## config.mk

```make
export PLATFORM = sky130hd
export DESIGN_NAME = srmu_unmix
export DESIGN_NICKNAME = d
export VERILOG_FILES = /design/src/rtl/srmu_pkg.sv /design/src/rtl/srmu_unmix.sv
export SDC_FILE = /design/constraint.sdc
export NUM_CORES = 2
export LEC_CHECK = 0
export ABC_CLOCK_PERIOD_IN_PS = 9500
export CAP_MARGIN = 0
export CORE_MARGIN = 3
export CORE_UTILIZATION = 68
export DETAILED_ROUTE_END_ITERATION = 10
export DONT_BUFFER_PORTS = 1
export MAX_ROUTING_LAYER = met4
export PLACE_DENSITY = 0.84
export RECOVER_POWER = 25
export SYNTH_ARGS = -nofsm -noshare
export SYNTH_HDL_FRONTEND = slang
export SYNTH_SLANG_ARGS = --single-unit
```

## constraint.sdc

```tcl
create_clock -name clk -period 9.5 [get_ports clk]
set_input_delay 1.9 -clock clk [delete_from_list [all_inputs] [get_ports clk]]
set_output_delay 1.9 -clock clk [all_outputs]
set_load 0.02 [all_outputs]
```

## src/rtl/srmu_pkg.sv

```systemverilog
// constants, types and arithmetic helpers shared by the seed rekey pipeline
package srmu_pkg;

  localparam logic [63:0] GOLDEN_GAMMA = 64'h9e3779b97f4a7c15;
  localparam logic [63:0] MUL_FIRST    = 64'hbf58476d1ce4e5b9;
  localparam logic [63:0] MUL_SECOND   = 64'h94d049bb133111eb;

  localparam int unsigned SHIFT_FIRST  = 30;
  localparam int unsigned SHIFT_SECOND = 27;
  localparam int unsigned SHIFT_LAST   = 31;

  localparam int unsigned MIX_STAGES   = 5;
  localparam int unsigned UNMIX_STAGES = 5;
  localparam int unsigned NUM_STAGES   = MIX_STAGES + 1 + UNMIX_STAGES;

  // newton iteration for the inverse of an odd constant modulo 2^64
  function automatic logic [63:0] odd_inverse(input logic [63:0] a);
    logic [63:0] r;
    r = 64'd1;
    for (int k = 0; k < 6; k++) begin
      r = r * (64'd2 - a * r);
    end
    return r;
  endfunction

  localparam logic [63:0] MUL_FIRST_INV  = odd_inverse(MUL_FIRST);
  localparam logic [63:0] MUL_SECOND_INV = odd_inverse(MUL_SECOND);

  // partial products of a 64 by 64 multiply, low half only
  typedef struct packed {
    logic [63:0] lo_lo;
    logic [31:0] hi_lo;
    logic [31:0] lo_hi;
  } part_t;

  function automatic part_t mul_parts(input logic [63:0] a, input logic [63:0] c);
    part_t p;
    p.lo_lo = a[31:0] * c[31:0];
    p.hi_lo = a[63:32] * c[31:0];
    p.lo_hi = a[31:0] * c[63:32];
    return p;
  endfunction

  function automatic logic [63:0] mul_sum(input part_t p);
    logic [31:0] cross_sum;
    cross_sum = p.hi_lo + p.lo_hi;
    return p.lo_lo + {cross_sum, 32'd0};
  endfunction

endpackage

```

## src/rtl/srmu_unmix.sv

```systemverilog
// inverse finaliser, five register stages ending in the output register
module srmu_unmix (
  input  logic                                clk,
  input  logic [srmu_pkg::UNMIX_STAGES-1:0]   en,
  input  logic [63:0]                         din,
  output logic [63:0]                         dout
);
  import srmu_pkg::*;

  part_t       st0;
  logic [63:0] st1;
  part_t       st2;
  logic [63:0] st3;
  logic [63:0] st4;

  logic [63:0] prod_a;
  logic [63:0] prod_b;

  always_comb begin
    prod_a = mul_sum(st0);
    prod_b = mul_sum(st2);
  end

  always_ff @(posedge clk) begin
    if (en[0]) begin
      st0 <= mul_parts(din, MUL_SECOND_INV);
    end
    if (en[1]) begin
      st1 <= prod_a ^ (prod_a >> SHIFT_SECOND) ^ (prod_a >> (2 * SHIFT_SECOND));
    end
    if (en[2]) begin
      st2 <= mul_parts(st1, MUL_FIRST_INV);
    end
    if (en[3]) begin
      st3 <= prod_b ^ (prod_b >> SHIFT_FIRST) ^ (prod_b >> (2 * SHIFT_FIRST));
    end
    if (en[4]) begin
      st4 <= st3 - GOLDEN_GAMMA;
    end
  end

  assign dout = st4;

endmodule
```

==> flow_metrics.tcl <==
set metrics [dict create \
    status "finished clean" \
    cts_setup_buffers 0 \
    ys_seq_elements 443 \
    path_max_fanout 11 \
    synth-edff-count 443 \
    synth.distinct_cells 84 \
    routedWlPerCell_um 24.3 \
    fin_area_um2 84000 \
    die_h_um 350 \
    crit_arrival_ns 9.03 \
    initial_utilization_pct 68.9 \
    postCtsHoldBufs 0 \
    h-tree-depth 2 \
    slew_headroom_pct 16.8 \
    placed_cell_area_um2 82500 \
    cts-buffers-inserted 46 \
    required_ns 9.88 \
    async_reset_ff_share_pct 0 \
    antenna_left 0 \
    slew_violations 0 \
    worstSetupStartpointType "primary input" \
    post-route-drc-count 0 \
    tightest_slew_ns 1.24 \
    ioPinCount 134 \
    finClkSkew_ns 0.0805 \
    core_um2 117000 \
    seq_area_frac_synth_pct 16.6 \
    hold_path.class "flop to flop" \
    worst_hold_slack_ns 0.550 \
    overflow 0 \
    drive_gt1_share_pct 2.09 \
    grt_pass1_vias 59500 \
    cts_resized 0 \
    r2r_slack_ns 1.01 \
    area_delta_synth_final_pct 4.57 \
    yosysTopAreaCellShare_pct 30.2 \
    dieWidth_um 350 \
    row_count 125 \
    synth_common_cells "inv_1, ha_1, fa_1, edfxtp_1, xnor2_1" \
    ys_warn_count 0 \
    vias 54700 \
    ff2ff_path_depth 25 \
    fin_crit_ns 8.65 \
    setup-violations-final 0 \
    cts_root_buf "clkbuf_16" \
    grt_pass1_wl_um 347000 \
    yosys-top-cells-area "fa_1, ha_1, edfxtp_1" \
    grt.total_usage_pct 39.5 \
    grt_setup_unrepaired "false" \
    setup.worst_path.class "primary input to flop" \
    cts_buffer_depth 3 \
    drtIter0Drc 3448 \
    finalSetupTns_ns 0 \
    endpoint_kind "flop" \
    dr.pass1.iters 5 \
    clkLatencyLatePin_ns 0.64 \
    hold_viol 0 \
    timing.final.crit_share_pct 91.0 \
    fin_nets 10600 \
    vias_per_cell 5.87 \
    synth-main-ff-cell "edfxtp_1" \
    max_clock_freq_mhz 116 \
    synth_nets 10500 \
    path_clk_slew_ns 0.07 \
    yosys.area.top_type "fa_1" \
    dpl.hpwl_um 198000 \
    port_buffers 0 \
    antenna_found_initial 3 \
    yosysMostFrequentCell "inv_1" \
    grt_max_degree 127 \
    cts_tree "done" \
    clock-sinks 443 \
    drv_cap 0 \
    die-area_um2 122000 \
    min_delay_path_depth 1 \
    syn_avg_cell_area_um2 10.5 \
    gp_congestion 1.02 \
    synth_cells 7683 \
    synth.cell_area_um2 80400 \
    wl_um 227000 \
]
[routing by layer]
metal	GRT usage, %	vias to the layer above	share of wire, %
met2	65.9	2028	49
met5	-	-	0
met3	4.97	735	5.8
li1	-	24800	-
met4	27.4	0	9.2
met1	44.4	27200	36
[state kept, by name (all words and copies together) (netlist names)]
name / cells
st0: 126
st1: 64
st2: 125
st3: 64
dout: 64
[final timing paths]
check                             to              start
hold reg to reg    st1[21]$_DFFE_PP_  st0[85]$_DFFE_PP_
setup reg to reg  st2[122]$_DFFE_PP_   st1[2]$_DFFE_PP_
hold / removal     st1[21]$_DFFE_PP_  st0[85]$_DFFE_PP_
setup / recovery  st0[120]$_DFFE_PP_            din[13]
[worst max-delay path: stages]
cell and delay (ns):
ha_1 0.37, inv_1 0.24, fa_1 0.64, inv_1 0.07, fa_1 0.46, fa_1 0.42
fa_1 0.51, inv_1 0.06, fa_1 0.52, inv_1 0.05, fa_1 0.48, inv_1 0.05
fa_1 0.50, inv_1 0.04, ha_1 0.28, a21o_1 0.16, a21o_1 0.17, a21o_1 0.20
a311o_1 0.39, a311oi_1 0.36, o31a_1 0.31, o21ai_2 0.13, nand4_1 0.19, nand2_1 0.16
o311ai_1 0.33
[area by class of cell]
| type | instances | area [µm²] |
|---|---|---|
| diodes | 5 | 12.5 |
| repair buffers | 46 | 334 |
| clock inverters | 29 | 337 |
| flip-flops and latches | 443 | 13300 |
| well taps | 1524 | 1910 |
| fillers | 8314 | 32600 |
| clock buffers | 57 | 1190 |
| inverters | 2169 | 8140 |
| multi-input cells | 5042 | 58800 |
[cells in the final DEF (no fill, tap or decap), types with 44 or more instances in the layout]
cell type,count
edfxtp_1,443
fa_1,1214
nor2_1,197
o21bai_1,52
and3_1,52
clkbuf_16,46
o21a_1,56
xor2_1,185
a31oi_1,44
a21o_1,164
nor3_1,60
xnor2_1,365
inv_1,2169
o21ai_0,151
ha_1,1560
nand2_1,165
a21oi_1,297
nand3_1,74
[stage by stage]
stage	setup slack (ns)	cells	util (%)
2_1_floorplan	0.861	7683	-
5_1_grt	0.562	9312	72.0
3_5_place_dp	0.379	9224	70.7
6_report	0.852	9315	72.0
3_3_place_gp	0.459	9224	70.7
4_1_cts	0.954	9310	72.0
[kinds of logic (layout without fill, tap and decap cells)]
family	after synthesis	in the layout	share of synthesized area [%]
fa+ha+maj	2774	2774	54.5
simple gates	731	731	4.43
flops	443	443	16.6
buf+inv	2198	2301	10.3
mux	5	5	0.0638
xor+xnor	556	556	6.16
other cells	0	5	0
compound gates	976	976	8.00
Power is left out: the tool's default activity adds up to more than one toggle a clock period on the data nets, which glitch-free logic cannot reach.
